===== config.mk =====
export PLATFORM = sky130hd
export DESIGN_NAME = ssi_gray_encoder_tracker
export DESIGN_NICKNAME = d
export VERILOG_FILES = /design/src/rtl/sgt_pkg.sv /design/src/rtl/sgt_decode.sv /design/src/rtl/sgt_div.sv /design/src/rtl/ssi_gray_encoder_tracker.sv
export SDC_FILE = /design/constraint.sdc
export NUM_CORES = 2
export LEC_CHECK = 0
export BUFFER_PORTS_ARGS = -buffer_cell sky130_fd_sc_hd__buf_4
export CORE_MARGIN = 1.5
export CORE_UTILIZATION = 40
export DETAILED_ROUTE_END_ITERATION = 16
export SYNTH_ARGS = -nofsm -noshare
export SYNTH_HDL_FRONTEND = slang
export SYNTH_SLANG_ARGS = --single-unit

===== constraint.sdc =====
create_clock -name clk_i -period 20.3 [get_ports clk_i]
set_input_delay 2.03 -clock clk_i [delete_from_list [all_inputs] [get_ports clk_i]]
set_output_delay 2.03 -clock clk_i [all_outputs]
set_load 0.02 [all_outputs]

===== src/rtl/sgt_pkg.sv =====
package sgt_pkg;

  localparam int S_MAX   = 24;
  localparam int M_MAX   = 16;
  localparam int POS_W   = 24;
  localparam int TURN_W  = 16;
  localparam int SPD_W   = 23;
  localparam int TALLY_W = 16;
  localparam int CRED_W  = 8;
  localparam int TIME_W  = 32;
  localparam int CFG_W   = 8;
  localparam int IDX_W   = 2;
  localparam int OC_W    = 3;
  localparam int FIELD_W = S_MAX + M_MAX;
  localparam int D_W     = 26;
  localparam int X_W     = 36;
  localparam int P_W     = 40;
  localparam int NUM_W   = 55;
  localparam int DEN_W   = 56;
  localparam int QUO_W   = 22;
  localparam int MUL_W   = 32;

  localparam logic [MUL_W-1:0] K_MS_PER_S    = 32'd1000;
  localparam logic [MUL_W-1:0] K_MDEG_PER_MS = 32'd360000000;

  localparam logic [IDX_W-1:0] REG_SINGLE_TURN = 2'd0;
  localparam logic [IDX_W-1:0] REG_MULTI_TURN  = 2'd1;
  localparam logic [IDX_W-1:0] REG_MAX_CREDIT  = 2'd2;
  localparam logic [IDX_W-1:0] REG_MAX_TPS     = 2'd3;

  localparam logic [OC_W-1:0] OC_UPDATED   = 3'd0;
  localparam logic [OC_W-1:0] OC_RESYNC    = 3'd1;
  localparam logic [OC_W-1:0] OC_READ_FAIL = 3'd2;
  localparam logic [OC_W-1:0] OC_NO_START  = 3'd3;
  localparam logic [OC_W-1:0] OC_TURN_JUMP = 3'd4;
  localparam logic [OC_W-1:0] OC_OVERSPEED = 3'd5;

  typedef struct packed {
    logic              start_bit;
    logic [POS_W-1:0]  pos;
    logic [TURN_W-1:0] turns;
  } dec_t;

  typedef struct packed {
    logic             start;
    logic [NUM_W-1:0] num;
    logic [DEN_W-1:0] den;
  } div_req_t;

  typedef struct packed {
    logic             done;
    logic [QUO_W-1:0] quo;
  } div_rsp_t;

  function automatic logic [4:0] clamp_s(input logic [4:0] v);
    if (v == 5'd0) return 5'd1;
    if (v > 5'(S_MAX)) return 5'(S_MAX);
    return v;
  endfunction

  function automatic logic [4:0] clamp_m(input logic [4:0] v);
    if (v == 5'd0) return 5'd1;
    if (v > 5'(M_MAX)) return 5'(M_MAX);
    return v;
  endfunction

endpackage


===== src/rtl/sgt_decode.sv =====
module sgt_decode import sgt_pkg::*; #(
  parameter int WORD_BITS = 32
) (
  input  logic [WORD_BITS-1:0] word_i,
  input  logic [4:0]           s_i,
  input  logic [4:0]           m_i,
  output dec_t                 dec_o
);

  always_comb begin
    logic [5:0]         total;
    logic [5:0]         shift;
    logic [FIELD_W-1:0] wide;
    logic [FIELD_W-1:0] field;
    logic [FIELD_W-1:0] bin;
    logic [FIELD_W-1:0] upper;
    logic [TURN_W-1:0]  mag;
    total = 6'(s_i) + 6'(m_i);
    if ((7'(total) + 7'd1) > 7'(WORD_BITS)) begin
      shift = 6'd0;
    end else begin
      shift = 6'(WORD_BITS - 1) - total;
    end
    wide = FIELD_W'(word_i) >> shift;
    for (int k = 0; k < FIELD_W; k++) begin
      field[k] = wide[k] & ((k + 1) < int'(total));
    end
    // gray to binary: each bit is the parity of itself and all bits above
    for (int k = 0; k < FIELD_W; k++) begin
      bin[k] = ^(field >> k);
    end
    upper = bin >> s_i;
    for (int k = 0; k < POS_W; k++) begin
      dec_o.pos[k] = bin[k] & (k < int'(s_i));
    end
    for (int k = 0; k < TURN_W; k++) begin
      mag[k] = upper[k] & (k < int'(m_i));
    end
    // negative count m maps to -m-1
    dec_o.turns     = word_i[WORD_BITS-2] ? ~mag : mag;
    dec_o.start_bit = word_i[WORD_BITS-1];
  end

endmodule


===== src/rtl/sgt_div.sv =====
module sgt_div import sgt_pkg::*; (
  input  logic     clk_i,
  input  logic     rst_ni,
  input  div_req_t req_i,
  output div_rsp_t rsp_o
);

  logic             run_q;
  logic             done_q;
  logic [4:0]       cnt_q;
  logic [DEN_W-1:0] den_q;
  logic [DEN_W-1:0] rem_q;
  logic [QUO_W-1:0] low_q;
  logic [QUO_W-1:0] quo_q;

  logic             sat;
  logic [DEN_W:0]   trial;
  logic             ge;
  logic [DEN_W-1:0] rem_d;

  // quotient would need more than QUO_W bits
  assign sat   = {(DEN_W - (NUM_W - QUO_W))'(0), req_i.num[NUM_W-1:QUO_W]} >= req_i.den;
  assign trial = {rem_q, low_q[QUO_W-1]};
  assign ge    = trial >= {1'b0, den_q};
  assign rem_d = ge ? DEN_W'(trial - {1'b0, den_q}) : DEN_W'(trial);

  always_ff @(posedge clk_i or negedge rst_ni) begin
    if (!rst_ni) begin
      run_q  <= 1'b0;
      done_q <= 1'b0;
      cnt_q  <= '0;
    end else begin
      done_q <= 1'b0;
      if (req_i.start) begin
        if (sat) begin
          done_q <= 1'b1;
        end else begin
          run_q <= 1'b1;
          cnt_q <= 5'(QUO_W);
        end
      end else if (run_q) begin
        cnt_q <= cnt_q - 5'd1;
        if (cnt_q == 5'd1) begin
          run_q  <= 1'b0;
          done_q <= 1'b1;
        end
      end
    end
  end

  always_ff @(posedge clk_i) begin
    if (req_i.start) begin
      den_q <= req_i.den;
      rem_q <= DEN_W'(req_i.num[NUM_W-1:QUO_W]);
      low_q <= req_i.num[QUO_W-1:0];
      quo_q <= sat ? '1 : '0;
    end else if (run_q) begin
      rem_q <= rem_d;
      low_q <= {low_q[QUO_W-2:0], 1'b0};
      quo_q <= {quo_q[QUO_W-2:0], ge};
    end
  end

  assign rsp_o.done = done_q;
  assign rsp_o.quo  = quo_q;

endmodule


===== src/rtl/ssi_gray_encoder_tracker.sv =====
// Tracks a multiturn absolute encoder read over SSI. Each input beat carries one serial
// word and its millisecond timestamp, with the read-ok flag in tuser; each one yields
// exactly one result beat with the outcome code in tuser and the last accepted position,
// turn count, speed, error total and link status in tdata. For a good word the MUL_A,
// MUL_B and MUL_C states share one 32x32 multiplier for the plausibility and speed
// products, the OVS state does the speed check, then a 22-step restoring divider gives
// the speed quotient, one quotient bit a cycle. A speed that would saturate skips the
// divider steps; zero elapsed time and overspeed leave the OVS state without the
// divider. A failed read, a missing start bit, a resync or a turn jump finishes straight
// from the CHECK state. The input is not ready while an item is in work and is ready
// again once the result is registered; a finished result waits in the output register
// while the next item is taken, whose own result waits in OUT until the waiting one is taken.
module ssi_gray_encoder_tracker import sgt_pkg::*; #(
  parameter int WORD_BITS = 32
) (
  input  logic             clk_i,
  input  logic             rst_ni,
  input  logic             cfg_we_i,
  input  logic [IDX_W-1:0] cfg_idx_i,
  input  logic [CFG_W-1:0] cfg_data_i,
  input  logic             s_axis_tvalid,
  output logic             s_axis_tready,
  input  logic [63:0]      s_axis_tdata,   // raw_word[31:0], time_ms[63:32]
  input  logic [0:0]       s_axis_tuser,   // read_ok[0]
  output logic             m_axis_tvalid,
  input  logic             m_axis_tready,
  output logic [79:0]      m_axis_tdata,   // position[23:0], turns[39:24],
                                           // speed_mdeg[62:40], bit_error_total[78:63],
                                           // link_good[79]
  output logic [2:0]       m_axis_tuser    // outcome[2:0]
);

  localparam logic [3:0] ST_IDLE   = 4'd0;
  localparam logic [3:0] ST_DECODE = 4'd1;
  localparam logic [3:0] ST_CHECK  = 4'd2;
  localparam logic [3:0] ST_MUL_A  = 4'd3;
  localparam logic [3:0] ST_MUL_B  = 4'd4;
  localparam logic [3:0] ST_MUL_C  = 4'd5;
  localparam logic [3:0] ST_OVS    = 4'd6;
  localparam logic [3:0] ST_DIV    = 4'd7;
  localparam logic [3:0] ST_OUT    = 4'd8;

  logic [4:0]        cfg_s_q, cfg_m_q;
  logic [CRED_W-1:0] cfg_cred_q, cfg_tps_q;

  logic [3:0]        state_q, state_d;
  logic              resync_q, resync_d;
  logic [POS_W-1:0]  prev_pos_q, prev_pos_d;
  logic [TURN_W-1:0] prev_turns_q, prev_turns_d;
  logic [TIME_W-1:0] prev_time_q, prev_time_d;
  logic [SPD_W-1:0]  speed_q, speed_d;
  logic [TALLY_W-1:0] tally_q, tally_d;
  logic [CRED_W-1:0] credit_q, credit_d;
  logic [POS_W-1:0]  acc_pos_q, acc_pos_d;
  logic [TURN_W-1:0] acc_turns_q, acc_turns_d;
  logic [OC_W-1:0]   outcome_q, outcome_d;
  logic              mv_q, mv_d;

  logic              ok_q;
  logic [31:0]       word_q;
  logic [TIME_W-1:0] now_q;
  dec_t              dec_q;
  logic              neg_q;
  logic [D_W-1:0]    lhs_q;
  logic [TIME_W-1:0] dt_q;
  logic [X_W-1:0]    x_q;
  logic [P_W-1:0]    p_q;
  logic [NUM_W-1:0]  num_q;
  logic [2:0]        out_user_q;
  logic [79:0]       out_data_q;

  logic [4:0]        s_eff, m_eff;
  dec_t              dec;
  div_req_t          div_req;
  div_rsp_t          div_rsp;
  logic              div_start;
  logic [MUL_W-1:0]  mul_a, mul_b;
  logic [63:0]       prod;
  logic              out_load;

  logic signed [16:0]  tdiff;
  logic                jump;
  logic signed [D_W-1:0] d0, dw;
  logic [D_W-1:0]      half_u, full_u;
  logic [D_W-1:0]      lhs_c;
  logic [TIME_W-1:0]   dt_c;
  logic [63:0]         rhs;
  logic                ovs;
  logic [8:0]          cr9;
  logic [CRED_W-1:0]   credit_next;
  logic [TALLY_W-1:0]  tally_inc;
  logic signed [SPD_W-1:0] sp;

  assign s_eff = clamp_s(cfg_s_q);
  assign m_eff = clamp_m(cfg_m_q);

  sgt_decode #(
    .WORD_BITS(WORD_BITS)
  ) u_decode (
    .word_i(word_q[WORD_BITS-1:0]),
    .s_i   (s_eff),
    .m_i   (m_eff),
    .dec_o (dec)
  );

  sgt_div u_div (
    .clk_i (clk_i),
    .rst_ni(rst_ni),
    .req_i (div_req),
    .rsp_o (div_rsp)
  );

  always_comb begin
    case (state_q)
      ST_MUL_A: begin
        mul_a = MUL_W'(lhs_q);
        mul_b = K_MS_PER_S;
      end
      ST_MUL_B: begin
        mul_a = dt_q;
        mul_b = MUL_W'(cfg_tps_q);
      end
      ST_MUL_C: begin
        mul_a = MUL_W'(lhs_q);
        mul_b = K_MDEG_PER_MS;
      end
      default: begin
        mul_a = '0;
        mul_b = '0;
      end
    endcase
  end

  assign prod = 64'(mul_a) * 64'(mul_b);

  assign tdiff  = $signed({dec_q.turns[TURN_W-1], dec_q.turns})
                - $signed({prev_turns_q[TURN_W-1], prev_turns_q});
  assign jump   = (tdiff > 17'sd1) || (tdiff < -17'sd1);
  assign d0     = $signed({2'b00, dec_q.pos}) - $signed({2'b00, prev_pos_q});
  assign half_u = D_W'(1) << (s_eff - 5'd1);
  assign full_u = D_W'(1) << s_eff;
  assign dw     = (d0 > $signed(half_u))  ? d0 - $signed(full_u) :
                  (d0 < -$signed(half_u)) ? d0 + $signed(full_u) : d0;
  assign lhs_c  = dw[D_W-1] ? D_W'(-dw) : D_W'(dw);
  assign dt_c   = now_q - prev_time_q;
  assign rhs    = {24'b0, p_q} << s_eff;
  assign ovs    = {28'b0, x_q} > rhs;

  assign cr9 = ok_q ? {1'b0, credit_q} + 9'd1 :
               (credit_q != '0) ? {1'b0, credit_q} - 9'd1 : 9'd0;
  assign credit_next = (cr9 > {1'b0, cfg_cred_q}) ? cfg_cred_q : cr9[CRED_W-1:0];
  assign tally_inc   = (tally_q != '1) ? tally_q + 16'd1 : tally_q;
  assign sp = neg_q ? -$signed({1'b0, div_rsp.quo}) : $signed({1'b0, div_rsp.quo});

  assign div_req.start = div_start;
  assign div_req.num   = num_q;
  assign div_req.den   = {24'b0, dt_q} << s_eff;

  assign out_load = (state_q == ST_OUT) && (!mv_q || m_axis_tready);

  always_comb begin
    state_d       = state_q;
    resync_d      = resync_q;
    prev_pos_d    = prev_pos_q;
    prev_turns_d  = prev_turns_q;
    prev_time_d   = prev_time_q;
    speed_d       = speed_q;
    tally_d       = tally_q;
    credit_d      = credit_q;
    acc_pos_d     = acc_pos_q;
    acc_turns_d   = acc_turns_q;
    outcome_d     = outcome_q;
    div_start     = 1'b0;
    case (state_q)
      ST_IDLE: begin
        if (s_axis_tvalid) state_d = ST_DECODE;
      end
      ST_DECODE: state_d = ST_CHECK;
      ST_CHECK: begin
        credit_d = credit_next;
        state_d  = ST_OUT;
        if (!ok_q) begin
          resync_d  = 1'b1;
          outcome_d = OC_READ_FAIL;
        end else if (!dec_q.start_bit) begin
          tally_d     = tally_inc;
          resync_d    = 1'b1;
          prev_time_d = now_q;
          outcome_d   = OC_NO_START;
        end else if (resync_q) begin
          prev_pos_d   = dec_q.pos;
          prev_turns_d = dec_q.turns;
          prev_time_d  = now_q;
          resync_d     = 1'b0;
          outcome_d    = OC_RESYNC;
        end else if (jump) begin
          tally_d     = tally_inc;
          resync_d    = 1'b1;
          prev_time_d = now_q;
          outcome_d   = OC_TURN_JUMP;
        end else begin
          state_d = ST_MUL_A;
        end
      end
      ST_MUL_A: state_d = ST_MUL_B;
      ST_MUL_B: state_d = ST_MUL_C;
      ST_MUL_C: state_d = ST_OVS;
      ST_OVS: begin
        if ((dt_q == '0) ? (lhs_q != '0) : ovs) begin
          tally_d     = tally_inc;
          resync_d    = 1'b1;
          prev_time_d = now_q;
          outcome_d   = OC_OVERSPEED;
          state_d     = ST_OUT;
        end else if (dt_q == '0) begin
          speed_d      = '0;
          prev_pos_d   = dec_q.pos;
          prev_turns_d = dec_q.turns;
          prev_time_d  = now_q;
          acc_pos_d    = dec_q.pos;
          acc_turns_d  = dec_q.turns;
          outcome_d    = OC_UPDATED;
          state_d      = ST_OUT;
        end else begin
          div_start = 1'b1;
          state_d   = ST_DIV;
        end
      end
      ST_DIV: begin
        if (div_rsp.done) begin
          speed_d      = sp;
          prev_pos_d   = dec_q.pos;
          prev_turns_d = dec_q.turns;
          prev_time_d  = now_q;
          acc_pos_d    = dec_q.pos;
          acc_turns_d  = dec_q.turns;
          outcome_d    = OC_UPDATED;
          state_d      = ST_OUT;
        end
      end
      ST_OUT: begin
        if (!mv_q || m_axis_tready) state_d = ST_IDLE;
      end
      default: state_d = ST_IDLE;
    endcase
  end

  always_comb begin
    if (out_load) begin
      mv_d = 1'b1;
    end else if (m_axis_tready) begin
      mv_d = 1'b0;
    end else begin
      mv_d = mv_q;
    end
  end

  always_ff @(posedge clk_i or negedge rst_ni) begin
    if (!rst_ni) begin
      cfg_s_q    <= 5'd12;
      cfg_m_q    <= 5'd12;
      cfg_cred_q <= 8'd10;
      cfg_tps_q  <= 8'd10;
    end else if (cfg_we_i) begin
      case (cfg_idx_i)
        REG_SINGLE_TURN: cfg_s_q    <= cfg_data_i[4:0];
        REG_MULTI_TURN:  cfg_m_q    <= cfg_data_i[4:0];
        REG_MAX_CREDIT:  cfg_cred_q <= cfg_data_i;
        REG_MAX_TPS:     cfg_tps_q  <= cfg_data_i;
        default: ;
      endcase
    end
  end

  always_ff @(posedge clk_i or negedge rst_ni) begin
    if (!rst_ni) begin
      state_q      <= ST_IDLE;
      resync_q     <= 1'b1;
      prev_pos_q   <= '0;
      prev_turns_q <= '0;
      prev_time_q  <= '0;
      speed_q      <= '0;
      tally_q      <= '0;
      credit_q     <= '0;
      acc_pos_q    <= '0;
      acc_turns_q  <= '0;
      outcome_q    <= OC_UPDATED;
      mv_q         <= 1'b0;
    end else begin
      state_q      <= state_d;
      resync_q     <= resync_d;
      prev_pos_q   <= prev_pos_d;
      prev_turns_q <= prev_turns_d;
      prev_time_q  <= prev_time_d;
      speed_q      <= speed_d;
      tally_q      <= tally_d;
      credit_q     <= credit_d;
      acc_pos_q    <= acc_pos_d;
      acc_turns_q  <= acc_turns_d;
      outcome_q    <= outcome_d;
      mv_q         <= mv_d;
    end
  end

  always_ff @(posedge clk_i) begin
    if (s_axis_tvalid && s_axis_tready) begin
      ok_q   <= s_axis_tuser[0];
      word_q <= s_axis_tdata[31:0];
      now_q  <= s_axis_tdata[63:32];
    end
    if (state_q == ST_DECODE) dec_q <= dec;
    if (state_q == ST_CHECK) begin
      neg_q <= dw[D_W-1];
      lhs_q <= lhs_c;
      dt_q  <= dt_c;
    end
    if (state_q == ST_MUL_A) x_q   <= prod[X_W-1:0];
    if (state_q == ST_MUL_B) p_q   <= prod[P_W-1:0];
    if (state_q == ST_MUL_C) num_q <= prod[NUM_W-1:0];
    if (out_load) begin
      out_user_q <= outcome_q;
      out_data_q <= {credit_q != '0, tally_q, speed_q, acc_turns_q, acc_pos_q};
    end
  end

  assign s_axis_tready = (state_q == ST_IDLE);
  assign m_axis_tvalid = mv_q;
  assign m_axis_tdata  = out_data_q;
  assign m_axis_tuser  = out_user_q;

`ifndef SYNTH
  a_div_done_in_div: assert property (@(posedge clk_i) disable iff (!rst_ni)
    div_rsp.done |-> state_q == ST_DIV)
    else $error("divider finished outside the divide state");

  a_resync_clear: assert property (@(posedge clk_i) disable iff (!rst_ni)
    $fell(resync_q) |-> outcome_q == OC_RESYNC)
    else $error("resync cleared without a resync outcome");

  a_tally_monotonic: assert property (@(posedge clk_i) disable iff (!rst_ni)
    tally_q >= $past(tally_q))
    else $error("error total decreased");

  a_busy_after_beat: assert property (@(posedge clk_i) disable iff (!rst_ni)
    (s_axis_tvalid && s_axis_tready) |=> !s_axis_tready && state_q == ST_DECODE)
    else $error("input still ready after an accepted beat");
`endif

endmodule

==> results.sh <==
export IMPL_async_flop_share=0.273
export IMPL_grt_pass1_vias=53200
export IMPL_cts_setup_buffers=0
export IMPL_critPathSlowestCell="a21oi_1"
export IMPL_skew_ps=59.4
export IMPL_pre_cts_ws_ps=8760
export IMPL_antenna_found_initial=5
export IMPL_die_h_um=418
export IMPL_setup_violations=0
export IMPL_fill_cells=16500
export IMPL_routed_wl_mm=217
export IMPL_num_io_pins=165
export IMPL_syn_area_per_cell_um2=9.70
export IMPL_rsz0062_at_grt="false"
export IMPL_dieArea_um2=175000
export IMPL_final_layout_size_suffix_gt1_frac=0.0918
export IMPL_place_inst=9472
export IMPL_end_kind="register"
export IMPL_crit_top_cell="fa_1"
export IMPL_io_buffers=164
export IMPL_vias=53400
export IMPL_finalHoldViolCount=0
export IMPL_holdBufCountCts=0
export IMPL_numCtsBuffers=84
export IMPL_grt_total_usage=0.247
export IMPL_yosys_top_cells_area="edfxtp_1, fa_1, ha_1"
export IMPL_min_period_over_period=0.578
export IMPL_wl_per_cell_um=22.5
export IMPL_drc=0
export IMPL_yosys_warnings=0
export IMPL_synth_seq_cells=736
export IMPL_final_cells=9631
export IMPL_setup_tns_ps=0
export IMPL_max_stage_delay_ps=990
export IMPL_ant_nets=0
export IMPL_routabilityCongestion=1.01
export IMPL_final_setup_worst_slack_ps=8570
export IMPL_grt_max_degree=89
export IMPL_maxCapViolCount=0
export IMPL_hold_class="register to register"
export IMPL_worstPathMaxFanout=34
export IMPL_ys_seq_area_frac=0.302
export IMPL_area_growth_pct=10.2
export IMPL_required_ps=20720
export IMPL_gr_total_overflow=0
export IMPL_yosys_area_top_type="edfxtp_1"
export IMPL_synth_enable_flop_cells=512
export IMPL_path_class="register to register"
export IMPL_post_cts_resized=0
export IMPL_fp_coreArea_um2=172000
export IMPL_cts_tree="done"
export IMPL_cts_buffer_depth=3
export IMPL_drt_iter0_drc=5269
export IMPL_grt_pass1_wl_mm=328
export IMPL_worst_endpoint_arrival_ps=12150
export IMPL_synth_top_area_frac=0.223
export IMPL_synth_cell_types=106
export IMPL_htree_levels=3
export IMPL_cts_root_buffer="clkbuf_16"
export IMPL_drv_slew=0
export IMPL_syn_instance_count=7116
export IMPL_num_rows=152
export IMPL_cts_sinks=736
export IMPL_syn_area_um2=69000
export IMPL_clkLatencyLatePin_ps=740
export IMPL_synth_ff_type="edfxtp_1"
export IMPL_worstMarginPinSlew_ps=1420
export IMPL_period_minus_slack_ps=11730
export IMPL_cts_reportedPaths_clkPinSlew_ps=60
export IMPL_timing_fmax_ghz=0.0852
export IMPL_die_x_um=418
export IMPL_worstSetupStartpointType="register"
export IMPL_nets=8467
export IMPL_start_util=0.402
export IMPL_hpwlAfterDp_mm=172
export IMPL_drt_first_pass_iters=6
export IMPL_slew_headroom=0.0450
export IMPL_routed_via_density=5.54
export IMPL_status="completed"
## registers in the layout (all words and copies together), names as in the netlist, 26 cells and up
| name | count |
|---|---|
| u_div.den_q | 56 |
| lhs_q | 26 |
| m_axis_tdata | 80 |
| p_q | 40 |
| x_q | 36 |
| u_div.rem_q | 56 |
| now_q | 32 |
| word_q | 32 |
| dt_q | 32 |
| dec_q | 41 |
| num_q | 55 |
| prev_time_q | 32 |
## area by class of cell
class | count | area, um2 | share of cell area
Timing Repair Buffer | 265 | 2000 | 0.0262
Clock inverter | 52 | 574 | 0.00755
Sequential cell | 736 | 20900 | 0.274
Inverter | 959 | 3610 | 0.0474
Clock buffer | 106 | 2290 | 0.0302
Antenna cell | 1 | 2.50 | 0.0000329
Tap cell | 2310 | 2890 | 0.0380
Multi-Input combinational cell | 5202 | 43800 | 0.576
## per-layer routing
metal | up-vias | GRT usage | routed length [um]
met5 | - | 0 | 7
met4 | 2 | 0.0897 | 8340
met3 | 363 | 0.0505 | 18200
met2 | 2053 | 0.373 | 93200
met1 | 26200 | 0.348 | 96900
li1 | 24700 | - | -
## path summary, 6_finish.rpt
check | start | end | slack (ps) | depth (start not counted)
min in group asynchronous | rst_ni | prev_time_q[22] | 1280 | 1
worst max-delay path | state_q[1] | num_q[54] | 8570 | 38
max in group asynchronous | rst_ni | speed_q[18] | 16720 | 3
worst min-delay path | speed_q[2] | m_axis_tdata[42] | 420 | 0
worst min register to register | speed_q[2] | m_axis_tdata[42] | 420 | 0
worst max register to register | state_q[1] | num_q[54] | 8570 | 38
## layout by cell type, fill, tap and decap left out, types with 37 or more instances in the layout
cell type,Yosys,routed
o21a_1,61,60
o211ai_1,38,38
mux2i_1,280,280
clkbuf_16,0,84
conb_1,2,61
nand3_1,132,131
xnor2_1,203,202
edfxtp_1,512,512
dfrtp_1,192,191
o21bai_1,37,37
and2_1,64,63
and3_1,39,39
nand2_1,587,586
nand4_1,60,60
a21oi_1,397,392
a21o_1,155,155
nor4_1,41,41
ha_1,625,625
nor2b_1,62,61
nor2_1,583,580
nor3_1,79,75
mux2_2,169,169
nand2b_1,84,84
o21ai_0,260,259
buf_4,1,264
o31ai_1,56,56
inv_1,953,949
fa_1,514,514
a211oi_1,47,47
xor2_1,104,104
## synth_stat cells (192+ instances only)
master,number
ha_1,625
xnor2_1,203
a21oi_1,397
o21ai_0,260
nand2_1,587
mux2i_1,280
edfxtp_1,512
fa_1,514
clkbuf_1,217
nor2_1,583
dfrtp_1,192
inv_1,953
## worst max-delay path, delay by kind of cell (launching register included)
family / cells / cell delay [ps]
compound gates: 14 / 4200
xor+xnor: 1 / 100
fa+ha+maj: 9 / 4100
buf+inv: 5 / 590
flops: 1 / 490
simple gates: 9 / 1850
## cell families after synthesis
family,count (synthesis),synth area share
buf+inv,1237,0.0678
xor+xnor,325,0.0449
fa+ha+maj,1143,0.263
simple gates,1837,0.122
mux,451,0.0688
other cells,2,0.000109
flops,736,0.302
compound gates,1385,0.131
## stage by stage
step	utilization	hold slack (ps)	area (um2)
global placement	0.427	428	73200
floorplan	-	419	69200
finish	0.444	422	76100
CTS	0.444	428	76100
global route	0.444	459	76100
detailed placement	0.427	433	73200
Power is not shown: default switching activity piles up to over one toggle a cycle in this logic, so the estimate is an artifact.
